**config.mk**
```make
export PLATFORM = sky130hd
export DESIGN_NAME = min_priority_ready_queue_top_flat
export DESIGN_NICKNAME = d
export VERILOG_FILES = /design/src/rtl/mprq_pkg.sv /design/src/rtl/mprq_req_if.sv /design/src/rtl/mprq_rsp_if.sv /design/src/rtl/mprq_ctrl.sv /design/src/rtl/mprq_dp.sv /design/src/rtl/min_priority_ready_queue_top.sv /design/src/flat_wrapper.sv
export SDC_FILE = /design/constraint.sdc
export NUM_CORES = 1
export LEC_CHECK = 0
export ABC_CLOCK_PERIOD_IN_PS = 4500
export BUFFER_PORTS_ARGS = -buffer_cell sky130_fd_sc_hd__buf_4
export CORE_UTILIZATION = 62
export DETAILED_ROUTE_END_ITERATION = 8
export GPL_TIMING_DRIVEN = 0
export PLACE_DENSITY_LB_ADDON = 0.25
export SYNTH_ARGS = -nofsm -noshare
export SYNTH_HDL_FRONTEND = slang
export SYNTH_HIERARCHICAL = 1
export SYNTH_SLANG_ARGS = --single-unit
```
**constraint.sdc**
```tcl
create_clock -name clk -period 4.5 [get_ports clk]
set_clock_uncertainty 0.15 [all_clocks]
set_input_delay 0.9 -clock clk [delete_from_list [all_inputs] [get_ports clk]]
set_output_delay 0.9 -clock clk [all_outputs]
set_load 0.01 [all_outputs]
```
**src/rtl/mprq_pkg.sv**
```systemverilog
package mprq_pkg;

	localparam logic [1:0] MODE_INSERT     = 2'd0;
	localparam logic [1:0] MODE_REMOVE_MIN = 2'd1;
	localparam logic [1:0] MODE_PURGE      = 2'd2;

	localparam logic [1:0] STATUS_DONE      = 2'd0;
	localparam logic [1:0] STATUS_FULL      = 2'd1;
	localparam logic [1:0] STATUS_NOT_FOUND = 2'd2;

	typedef struct packed {
		logic [1:0] mode;
		logic [7:0] handle;
		logic [7:0] prio;
	} req_item_t;

	typedef struct packed {
		logic [1:0] status;
		logic [7:0] out_handle;
		logic [7:0] out_prio;
		logic       is_empty;
		logic [4:0] occupancy;
	} rsp_item_t;

	typedef struct packed {
		logic [7:0] handle;
		logic [7:0] prio;
	} slot_t;

	typedef enum logic [2:0] {
		ST_IDLE,
		ST_START,
		ST_SCAN,
		ST_SHIFT,
		ST_FINISH
	} state_t;

	typedef struct packed {
		logic latch_req;
		logic do_start;
		logic do_scan;
		logic do_shift;
		logic load_rsp;
	} cmd_t;

	typedef struct packed {
		logic [1:0] op_mode;
		logic       count_zero;
		logic       gap_found;
		logic       scan_miss;
		logic       shift_more;
		logic       rsp_free;
	} sts_t;

endpackage

```
**src/rtl/mprq_req_if.sv**
```systemverilog
interface mprq_req_if;
	logic                 valid;
	logic                 ready;
	mprq_pkg::req_item_t  data;

	modport source (output valid, output data, input ready);
	modport sink (input valid, input data, output ready);
endinterface

```
**src/rtl/mprq_rsp_if.sv**
```systemverilog
interface mprq_rsp_if;
	logic                 valid;
	logic                 ready;
	mprq_pkg::rsp_item_t  data;

	modport source (output valid, output data, input ready);
	modport sink (input valid, input data, output ready);
endinterface

```
**src/rtl/mprq_ctrl.sv**
```systemverilog
module mprq_ctrl (
	input  logic             clk,
	input  logic             arst_n,
	input  logic             req_valid,
	output logic             req_ready,
	input  mprq_pkg::sts_t   sts,
	output mprq_pkg::cmd_t   cmd
);

	mprq_pkg::state_t state_q;
	mprq_pkg::state_t state_d;

	always_ff @(posedge clk or negedge arst_n) begin
		if (!arst_n) begin
			state_q <= mprq_pkg::ST_IDLE;
		end else begin
			state_q <= state_d;
		end
	end

	always_comb begin
		state_d   = state_q;
		req_ready = 1'b0;
		cmd       = '0;
		case (state_q)
			mprq_pkg::ST_IDLE: begin
				req_ready = 1'b1;
				if (req_valid) begin
					cmd.latch_req = 1'b1;
					state_d       = mprq_pkg::ST_START;
				end
			end
			mprq_pkg::ST_START: begin
				cmd.do_start = 1'b1;
				case (sts.op_mode)
					mprq_pkg::MODE_REMOVE_MIN, mprq_pkg::MODE_PURGE: begin
						state_d = sts.count_zero ? mprq_pkg::ST_FINISH : mprq_pkg::ST_SCAN;
					end
					default: begin
						state_d = mprq_pkg::ST_FINISH;
					end
				endcase
			end
			mprq_pkg::ST_SCAN: begin
				cmd.do_scan = 1'b1;
				if (sts.gap_found) begin
					state_d = mprq_pkg::ST_SHIFT;
				end else if (sts.scan_miss) begin
					state_d = mprq_pkg::ST_FINISH;
				end
			end
			mprq_pkg::ST_SHIFT: begin
				cmd.do_shift = 1'b1;
				if (!sts.shift_more) begin
					state_d = mprq_pkg::ST_FINISH;
				end
			end
			mprq_pkg::ST_FINISH: begin
				if (sts.rsp_free) begin
					cmd.load_rsp = 1'b1;
					state_d      = mprq_pkg::ST_IDLE;
				end
			end
			default: begin
				state_d = mprq_pkg::ST_IDLE;
			end
		endcase
	end

endmodule

```
**src/rtl/mprq_dp.sv**
```systemverilog
module mprq_dp #(
	parameter int QUEUE_DEPTH = 16
) (
	input  logic                 clk,
	input  logic                 arst_n,
	input  mprq_pkg::req_item_t  req_data,
	input  mprq_pkg::cmd_t       cmd,
	output mprq_pkg::sts_t       sts,
	output logic                 rsp_valid,
	output mprq_pkg::rsp_item_t  rsp_data,
	input  logic                 rsp_ready
);

	localparam int IW = (QUEUE_DEPTH > 1) ? $clog2(QUEUE_DEPTH) : 1;
	localparam int CW = $clog2(QUEUE_DEPTH + 1);

	mprq_pkg::slot_t mem [QUEUE_DEPTH];

	mprq_pkg::req_item_t  op_q;
	logic [CW-1:0]        count_q;
	logic [IW-1:0]        scan_idx_q;
	logic [IW-1:0]        best_idx_q;
	mprq_pkg::slot_t      best_q;
	logic [IW-1:0]        wr_idx_q;
	mprq_pkg::slot_t      rd_data_q;
	logic [1:0]           res_status_q;
	mprq_pkg::slot_t      res_slot_q;
	logic                 rsp_valid_q;
	mprq_pkg::rsp_item_t  rsp_data_q;

	logic                 full;
	logic                 scan_last;
	logic                 take;
	logic [IW-1:0]        nb_idx;
	mprq_pkg::slot_t      nb;
	logic                 hit;
	logic                 is_purge;
	logic                 is_min;
	logic                 gap_found;
	logic [IW-1:0]        gap_idx;
	logic                 shift_more;
	logic [IW-1:0]        rd_addr;
	logic                 mem_we;
	logic [IW-1:0]        mem_waddr;
	mprq_pkg::slot_t      mem_wdata;

	assign full       = (count_q == CW'(QUEUE_DEPTH));
	assign is_purge   = (op_q.mode == mprq_pkg::MODE_PURGE);
	assign is_min     = (op_q.mode == mprq_pkg::MODE_REMOVE_MIN);
	assign scan_last  = ((CW'(scan_idx_q) + CW'(1)) == count_q);
	assign take       = (scan_idx_q == '0) || (rd_data_q.prio < best_q.prio);
	assign nb_idx     = take ? scan_idx_q : best_idx_q;
	assign nb         = take ? rd_data_q : best_q;
	assign hit        = (rd_data_q.handle == op_q.handle);
	assign gap_found  = (is_min && scan_last) || (is_purge && hit);
	assign gap_idx    = is_purge ? scan_idx_q : nb_idx;
	assign shift_more = ((CW'(wr_idx_q) + CW'(1)) < count_q);

	assign sts.op_mode    = op_q.mode;
	assign sts.count_zero = (count_q == '0);
	assign sts.gap_found  = gap_found;
	assign sts.scan_miss  = is_purge && !hit && scan_last;
	assign sts.shift_more = shift_more;
	assign sts.rsp_free   = !rsp_valid_q || rsp_ready;

	assign rsp_valid = rsp_valid_q;
	assign rsp_data  = rsp_data_q;

	always_comb begin
		rd_addr   = '0;
		mem_we    = 1'b0;
		mem_waddr = wr_idx_q;
		mem_wdata = rd_data_q;
		if (cmd.do_scan) begin
			rd_addr = gap_found ? (gap_idx + IW'(1)) : (scan_idx_q + IW'(1));
		end else if (cmd.do_shift) begin
			rd_addr = wr_idx_q + IW'(2);
			mem_we  = shift_more;
		end
		if (cmd.do_start && (op_q.mode == mprq_pkg::MODE_INSERT) && !full) begin
			mem_we    = 1'b1;
			mem_waddr = count_q[IW-1:0];
			mem_wdata.handle = op_q.handle;
			mem_wdata.prio   = op_q.prio;
		end
	end

	always_ff @(posedge clk) begin
		if (mem_we) begin
			mem[mem_waddr] <= mem_wdata;
		end
		rd_data_q <= mem[rd_addr];
	end

	always_ff @(posedge clk) begin
		if (cmd.latch_req) begin
			op_q <= req_data;
		end
		if (cmd.do_start) begin
			scan_idx_q   <= '0;
			res_slot_q   <= '0;
			res_status_q <= (op_q.mode != mprq_pkg::MODE_INSERT) ? mprq_pkg::STATUS_NOT_FOUND :
				full ? mprq_pkg::STATUS_FULL : mprq_pkg::STATUS_DONE;
		end
		if (cmd.do_scan) begin
			scan_idx_q <= scan_idx_q + IW'(1);
			best_idx_q <= nb_idx;
			best_q     <= nb;
			if (gap_found) begin
				wr_idx_q     <= gap_idx;
				res_status_q <= mprq_pkg::STATUS_DONE;
				res_slot_q   <= is_purge ? rd_data_q : nb;
			end
		end
		if (cmd.do_shift && shift_more) begin
			wr_idx_q <= wr_idx_q + IW'(1);
		end
		if (cmd.load_rsp) begin
			rsp_data_q.status     <= res_status_q;
			rsp_data_q.out_handle <= res_slot_q.handle;
			rsp_data_q.out_prio   <= res_slot_q.prio;
			rsp_data_q.is_empty   <= (count_q == '0);
			rsp_data_q.occupancy  <= 5'(count_q);
		end
	end

	always_ff @(posedge clk or negedge arst_n) begin
		if (!arst_n) begin
			count_q     <= '0;
			rsp_valid_q <= 1'b0;
		end else begin
			if (cmd.do_start && (op_q.mode == mprq_pkg::MODE_INSERT) && !full) begin
				count_q <= count_q + CW'(1);
			end else if (cmd.do_shift && !shift_more) begin
				count_q <= count_q - CW'(1);
			end
			if (cmd.load_rsp) begin
				rsp_valid_q <= 1'b1;
			end else if (rsp_ready) begin
				rsp_valid_q <= 1'b0;
			end
		end
	end

endmodule

```
**src/rtl/min_priority_ready_queue_top.sv**
```systemverilog
// Bounded ready queue of up to QUEUE_DEPTH process handles, each stored with a priority.
// A request transaction on req carries mode, handle and prio: mode 0 appends at the tail,
// mode 1 removes the entry with the smallest priority (oldest first on ties), and mode 2
// removes the first entry whose handle matches. Every request yields exactly one response
// transaction on rsp with status, the removed handle and priority, is_empty and occupancy.
// Entries live in a single-port-write, single-port-read memory; a sequencer walks it.
// Requests are handled one at a time. A removal first reads entries one per cycle until the
// target is known (all entries for mode 1, up to the match for mode 2), then moves every
// later entry forward one per cycle. The memory read port sets this pace: one entry is
// examined or moved per cycle. The next request can be accepted in the same cycle as the
// response appears.
// The response sits in an output register; a new request is accepted as soon as the
// previous one has been placed there, even while rsp is stalled. If the receiver keeps
// rsp.ready low, the next response waits in the sequencer and req stays not ready.
// Reset empties the queue and drops any pending response; memory contents are not cleared.
module min_priority_ready_queue_top #(
	parameter int QUEUE_DEPTH = 16
) (
	input  logic       clk,
	input  logic       arst_n,
	mprq_req_if.sink   req,
	mprq_rsp_if.source rsp
);

	mprq_pkg::cmd_t cmd;
	mprq_pkg::sts_t sts;
	logic           req_ready;
	logic           rsp_valid;

	mprq_pkg::rsp_item_t rsp_data;

	assign req.ready = req_ready;
	assign rsp.valid = rsp_valid;
	assign rsp.data  = rsp_data;

	mprq_ctrl u_ctrl (
		.clk       (clk),
		.arst_n    (arst_n),
		.req_valid (req.valid),
		.req_ready (req_ready),
		.sts       (sts),
		.cmd       (cmd)
	);

	mprq_dp #(
		.QUEUE_DEPTH (QUEUE_DEPTH)
	) u_dp (
		.clk       (clk),
		.arst_n    (arst_n),
		.req_data  (req.data),
		.cmd       (cmd),
		.sts       (sts),
		.rsp_valid (rsp_valid),
		.rsp_data  (rsp_data),
		.rsp_ready (rsp.ready)
	);

endmodule

```
**src/flat_wrapper.sv**
```systemverilog
// flat-port wrapper written by rule: the top's interface ports become plain ports
module min_priority_ready_queue_top_flat 
#(
	parameter int QUEUE_DEPTH = 16
)
  (clk, arst_n, req_valid, req_data, req_ready, rsp_valid, rsp_data, rsp_ready);
  mprq_req_if req_i ();
  mprq_rsp_if rsp_i ();
  input  logic clk;
  input  logic arst_n;
  input wire logic [$bits(req_i.valid)-1:0] req_valid;
  input wire logic [$bits(req_i.data)-1:0] req_data;
  output wire logic [$bits(req_i.ready)-1:0] req_ready;
  output wire logic [$bits(rsp_i.valid)-1:0] rsp_valid;
  output wire logic [$bits(rsp_i.data)-1:0] rsp_data;
  input wire logic [$bits(rsp_i.ready)-1:0] rsp_ready;
  assign req_i.valid = req_valid;
  assign req_i.data = req_data;
  assign req_ready = req_i.ready;
  assign rsp_valid = rsp_i.valid;
  assign rsp_data = rsp_i.data;
  assign rsp_i.ready = rsp_ready;
  min_priority_ready_queue_top #(.QUEUE_DEPTH(QUEUE_DEPTH)) u_core (.clk(clk), .arst_n(arst_n), .req(req_i), .rsp(rsp_i));
endmodule
```
## Word-level counts from Yosys, hierarchy flattened

Memories as Yosys holds them, arrays and structs flattened. A register that Yosys moved wholly into a read port is not among the register bits.
Index checks and enable logic that the tools add are counted.

| storage, ports and cells | value |
|---|---|
| bits in registers | 97 |
| latch bits | 0 |
| bits in writable memories | 256 |
| bits in read-only memories | 0 |
| input port bits | 22 |
| output and inout bits | 26 |
| logic and storage cells | 118 |
| memories kept | 1 |

Memory list:

| memory | words | width | read ports | clocked after Yosys merged registers in | write ports | line | text |
|---|---|---|---|---|---|---|---|
| u_core.u_dp.mem | 16 | 16 | 1 | 1 | 1 | mprq_dp.sv:17 | `mprq_pkg::slot_t mem [QUEUE_DEPTH];` |

| operators by class | value |
|---|---|
| add/subtract/negate cells | 8 |
| $mul | 0 |
| div/mod/pow operators | 0 |
| $lt $le $gt $ge | 2 |
| equality and inequality tests | 13 |
| shifts and indexed selects | 0 |
| mux-type cells | 47 |
| bitwise logic cells | 0 |
| reductions and logical operators | 28 |

Operator list:

| operator | count |
|---|---|
| $mux W16 | 6 |
| $mux W4 | 11 |
| $mux W3 | 7 |
| $mux W1 | 16 |
| $pmux W3 S5 | 1 |
| $add A4 B1 Y4 const B | 3 |
| $reduce_bool A2 Y1 | 6 |
| $add A4 B1 Y5 const B | 2 |
| $mux W5 | 2 |
| $eq A8 B8 Y1 | 1 |
| $logic_and A1 B1 Y1 | 8 |
| $lt A8 B8 Y1 | 1 |
| $mux W2 | 4 |
| $eq A3 B2 Y1 const B | 2 |
| $add A5 B1 Y5 const B | 1 |
| $eq A5 B5 Y1 | 1 |
| $eq A5 B5 Y1 const B | 1 |
| $logic_not A5 Y1 | 1 |
| $lt A5 B5 Y1 | 1 |
| $sub A5 B1 Y5 const B | 1 |
| $add A4 B2 Y4 const B | 1 |
| $logic_not A1 Y1 | 4 |
| $logic_not A4 Y1 | 1 |
| $ne A2 B2 Y1 const B | 2 |
| other kinds (12) | 14 |

## Longest topological paths before layout

| logic depth | value |
|---|---|
| depth in word-level cells | 7 |
| mapped depth | 15 |
| depth with buffers taken out | 13 |

## Modules after synthesis

The synthesis kept the hierarchy.

Modules (own cells, without submodules):

| module | times used | cells each | area each (um^2) | sequential area each (um^2) |
|---|---|---|---|---|
| mprq_dp | 1 | 983 | 15683.8 | 10620.2 |
| mprq_ctrl | 1 | 26 | 227.7 | 75.1 |

## Worst setup path after synthesis

Ideal clock, no wire load.

| path | value |
|---|---|
| path kind | register to register |
| start | register u_core.u_ctrl.state_q[0] |
| end | register u_core/u_dp/rd_data_q[0] (netlist name) |
| library setup time | 0.133 ns |
| arrival | 3.713 ns |
| data required time | 4.217 ns |
| setup slack | 0.504 ns |
| cell stages (with the launch flop) | 11 |
| buffers on the path | 3 |
| period minus slack after synthesis | 3.996 ns |
| cell sequence | dfrtp_1 -> clkbuf_1 -> nor3b_1 -> or2b_2 -> o311ai_4 -> buf_12 -> buf_12 -> mux2i_1 -> mux2i_1 -> mux2i_1 -> mux2i_1 |

RTL lines:

| what | line | text |
|---|---|---|
| start: declaration | mprq_ctrl.sv:10 | `mprq_pkg::state_t state_q;` |
| start signal: assignment | mprq_ctrl.sv:15 | `state_q <= mprq_pkg::ST_IDLE;` |
| start signal: assignment | mprq_ctrl.sv:17 | `state_q <= state_d;` |

## Worst setup path after layout

| path | value |
|---|---|
| start | register u_core.u_dp.wr_idx_q[0] |
| end | memory u_core/u_dp/mem[2][15] in the netlist's numbering, enable pin |

| between the ends | value |
|---|---|
| word-level cells in the longest chain between the ends | 7 |
| elaborated cells on any way between the ends | 8 |
| classes of those cells | 1 x add/sub; 1 x order compare; 6 x mux |

RTL lines:

| what | line | text |
|---|---|---|
| start: declaration | mprq_dp.sv:24 | `logic [IW-1:0] wr_idx_q;` |
| start signal: assignment | mprq_dp.sv:110 | `wr_idx_q <= gap_idx;` |
| start signal: assignment | mprq_dp.sv:116 | `wr_idx_q <= wr_idx_q + IW'(1);` |
| $add A4 B1 Y5 | mprq_dp.sv:57 | `assign shift_more = ((CW'(wr_idx_q) + CW'(1)) < count_q);` |
| $lt A5 B5 Y1 | mprq_dp.sv:57 |  |
| named net u_core.u_dp.shift_more | mprq_dp.sv:41 | `logic shift_more;` |
| $mux W1 | mprq_dp.sv:76 | `end else if (cmd.do_shift) begin` |
| $mux W1 | mprq_dp.sv:74 | `if (cmd.do_scan) begin` |
| $mux W1 | mprq_dp.sv:80 | `if (cmd.do_start && (op_q.mode == mprq_pkg::MODE_INSERT) && !full) begin` |
| $mux W1 | mprq_dp.sv:89 | `if (mem_we) begin` |
| $mux W1 (not written as such) | mprq_dp.sv:90 | `mem[mem_waddr] <= mem_wdata;` |
| end: declaration | mprq_dp.sv:17 |  |

The timed path passes the listed nets, and every way through them passes these cells.

==> out/results.tsv <==
metric	value	unit
synthesized area	0.0159	mm2
Yosys cell types	58	
nets	1155	
vias post-DR	8665	
met1 Track Usage GR	34.6	%
CTS max path bufs	3	
share of post-route cells with drive strength above 1	18.2	%
RSZ-0062 raised after global routing	true	
Leak	6.28	nW
initial core utilization	63.2	%
most frequent cells in the layout	edfxtp_1, mux2i_1, nand2_1, buf_4, clkbuf_16	
Final setup violation count	0	
TritonCTS clock tree	done	
max_slew headroom	14.2	%
commonest non-fill, non-tap cell in the layout	edfxtp_1	
Initial DRT Pass Iterations	5	
htree depth	2	
Rows	58	
diodes inserted	0	
CP arrival	4.37	ns
final worst path period need	4.29	ns
Total Routed Length	32500	um
Post-synth EDFFs	326	
maxcap violations	0	
largest net degree at the start of global routing	19	
GRT Total Usage	25.5	%
DR WL/cell	22.1	um
Final HPWL DP	22600	um
IO buf count	47	
Yosys reg bits	369	
PwrDens	675	mW/mm2
Root Buffer	clkbuf_16	
post-synth net total	1051	
Placer Congestion	0.853	
Synth area leader	edfxtp_1	
worst min path class	in2async	
I/O pin cnt	48	
Num CTS Buffers	38	
worst skew pair latency	0.53	ns
critical path type	reg2reg	
Worst Tran Pin Value	1.27	ns
Max Fclk	233	MHz
post-route cell area	0.0183	mm2
R2R depth	12	
remaining antenna violation count after routing	0	
crit start category	flip-flop	
Die Area	0.0263	mm2
Chip Width	162	um
Syn Area/Cell	15.8	um2
M2 GR Usage	42.9	%
clk sink count	369	
Synth Warn #	6	
total congestion overflow	0	
area growth from synthesis to layout	14.9	%
dominant synthesized flop cell	edfxtp_1	
residual DRC count	0	
Synth Instances	1009	
number of global-route vias before repair	8590	
Synth top area share	61.5	%
crit path capture type	flip-flop	
GRT met3 Usage	3.37	%
first-pass GRT wire length	49600	um
outcome	finished clean	
core area	0.0252	mm2
initial antenna violation count	0	
required time worst endpoint	4.59	ns
final slew viol count	0	
Die Ht	162	um
top cells by area, synth	edfxtp_1, mux2i_1, dfxtp_1	
period utilization	95.2	%
total power draw	0.0123	W
final hold violation count	0	
post-synthesis sequential area ratio	67.2	%
fin util	72.6	%
maximum fanout along the worst path	10	
VDD IR max	558	uV
Most Crowded Layer GR	met2	
Clk pin slew, worst setup/hold paths	0.06	ns
placed cell area	0.0169	mm2
post-DR vias/cell	5.88	
initial DRC count	757	
asr flop ratio synth	2.44	%
==> logic make-up after synthesis <==
family,after synthesis,share of synthesized area (%)
xor gates and xnor gates,26,1.43
and+or+nand+nor,174,5.43
buffers and inverters,70,3.49
adders and majority gates,20,1.62
AOI/OAI and AO/OA,72,3.16
DFF,369,67.2
muxes,278,17.7
==> layout make-up <==
type                            instances  area (um2)
Buffer                                 50         482
Clock buffer                           48         998
Clock inverter                         22         265
Fill cell                            1603        6900
Inverter                               19        71.3
Multi-Input combinational cell        570        4760
Sequential cell                       369       10700
Tap cell                              330         413
Timing Repair Buffer                   65         594
==> cell usage after synthesis (all sizes together) (2+ instances only) <==
library cell / count
or2b: 2
or3: 2
nand3b: 16
a211o: 3
nand2: 69
dfxtp: 34
xor2: 8
a21oi: 11
a22oi: 3
a21o: 2
and3: 5
dfrtp: 9
xnor2: 18
o21a: 2
buf: 33
mux2: 21
nor3b: 6
ha: 19
nand3: 3
or2: 2
nor2b: 5
clkbuf: 18
nor3: 9
nand2b: 7
nor2: 33
edfxtp: 326
o311ai: 2
mux2i: 257
and2: 7
inv: 19
a211oi: 5
o21ai: 33
nand4: 4
a31oi: 3
==> report_power, final <==
| part | switching, W | internal, W |
|---|---|---|
| Clock | 0.00126 | 0.00188 |
| Sequential | 0.000293 | 0.00466 |
| Combinational | 0.00247 | 0.00177 |
==> critical path, stage by stage (launching register included) <==
cell      delay [ns]
edfxtp_1        0.50
ha_1            0.37
ha_1            0.29
a21boi_0        0.12
o21a_1          0.18
o21ai_0         0.16
nand2b_1        0.07
a21oi_1         0.30
nand2_1         0.27
o21ai_0         0.40
o21ai_0         0.50
nor2_4          0.47
buf_8           0.21
==> path summary, 6_finish.rpt <==
kind	start	endpoint	slack, ns
min reg2reg	u_core/u_dp/res_slot_q[13]$_DFF_P_	u_core/u_dp/rsp_data[19]$_DFFE_PP_	0.28
min in group clk	u_core/u_dp/res_slot_q[13]$_DFF_P_	u_core/u_dp/rsp_data[19]$_DFFE_PP_	0.28
max reg2reg	u_core/u_dp/wr_idx_q[0]$_DFFE_PP_	u_core/u_dp/mem[2][15]$_DFFE_PP_	0.21
min	arst_n	u_core/u_dp/count_q[4]$_DFFE_PN0P_	0.04
max in group asynchronous	arst_n	u_core/u_dp/count_q[1]$_DFFE_PN0P_	4.02
max	u_core/u_dp/wr_idx_q[0]$_DFFE_PP_	u_core/u_dp/mem[2][15]$_DFFE_PP_	0.21
==> per-layer routing <==
metal | wire length, um | share of wire (%) | vias up
li1 | - | - | 4016
met1 | 14100 | 43 | 4308
met2 | 15900 | 49 | 288
met3 | 1750 | 5.4 | 53
met4 | 813 | 2.5 | 0
met5 | 0 | 0 | -
==> flip-flops by register name, summed over array words and instances (netlist names) <==
signal / flops
u_core/u_ctrl/state_q: 3
u_core/u_dp/res_status_q: 2
u_core/u_dp/rsp_valid: 1
u_core/u_dp/op_q: 16
u_core/u_dp/count_q: 5
u_core/u_dp/res_slot_q: 16
u_core/u_dp/best_q: 16
u_core/u_dp/rd_data_q: 16
u_core/u_dp/mem: 256
u_core/u_dp/wr_idx_q: 4
u_core/u_dp/scan_idx_q: 4
u_core/u_dp/best_idx_q: 4
u_core/u_dp/sts: 2
u_core/u_dp/rsp_data: 24
==> stage by stage <==
stage | hold WS (ns) | setup WS, ns | setup TNS (ns) | instances
finish | 0.0426 | 0.215 | 0 | 1473
floorplan | 0.251 | 0.504 | 0 | 1009
global placement | 0.260 | -1.04 | -215.84 | 1386
detailed placement | 0.262 | -0.111 | -0.111 | 1401
global route | 0.0422 | -0.00403 | -0.0131 | 1473
CTS | 0.0307 | 0.0519 | 0 | 1471
==> what timing repair did <==
action | CTS | global route
hold buffers | 0 | 0
pin swaps | 0 | 2
resized for setup | 1 | 14
buffers inserted | 0 | 3
setup endpoints to repair | 1 | 109
No activity file was read; power rests on OpenSTA's default activity.
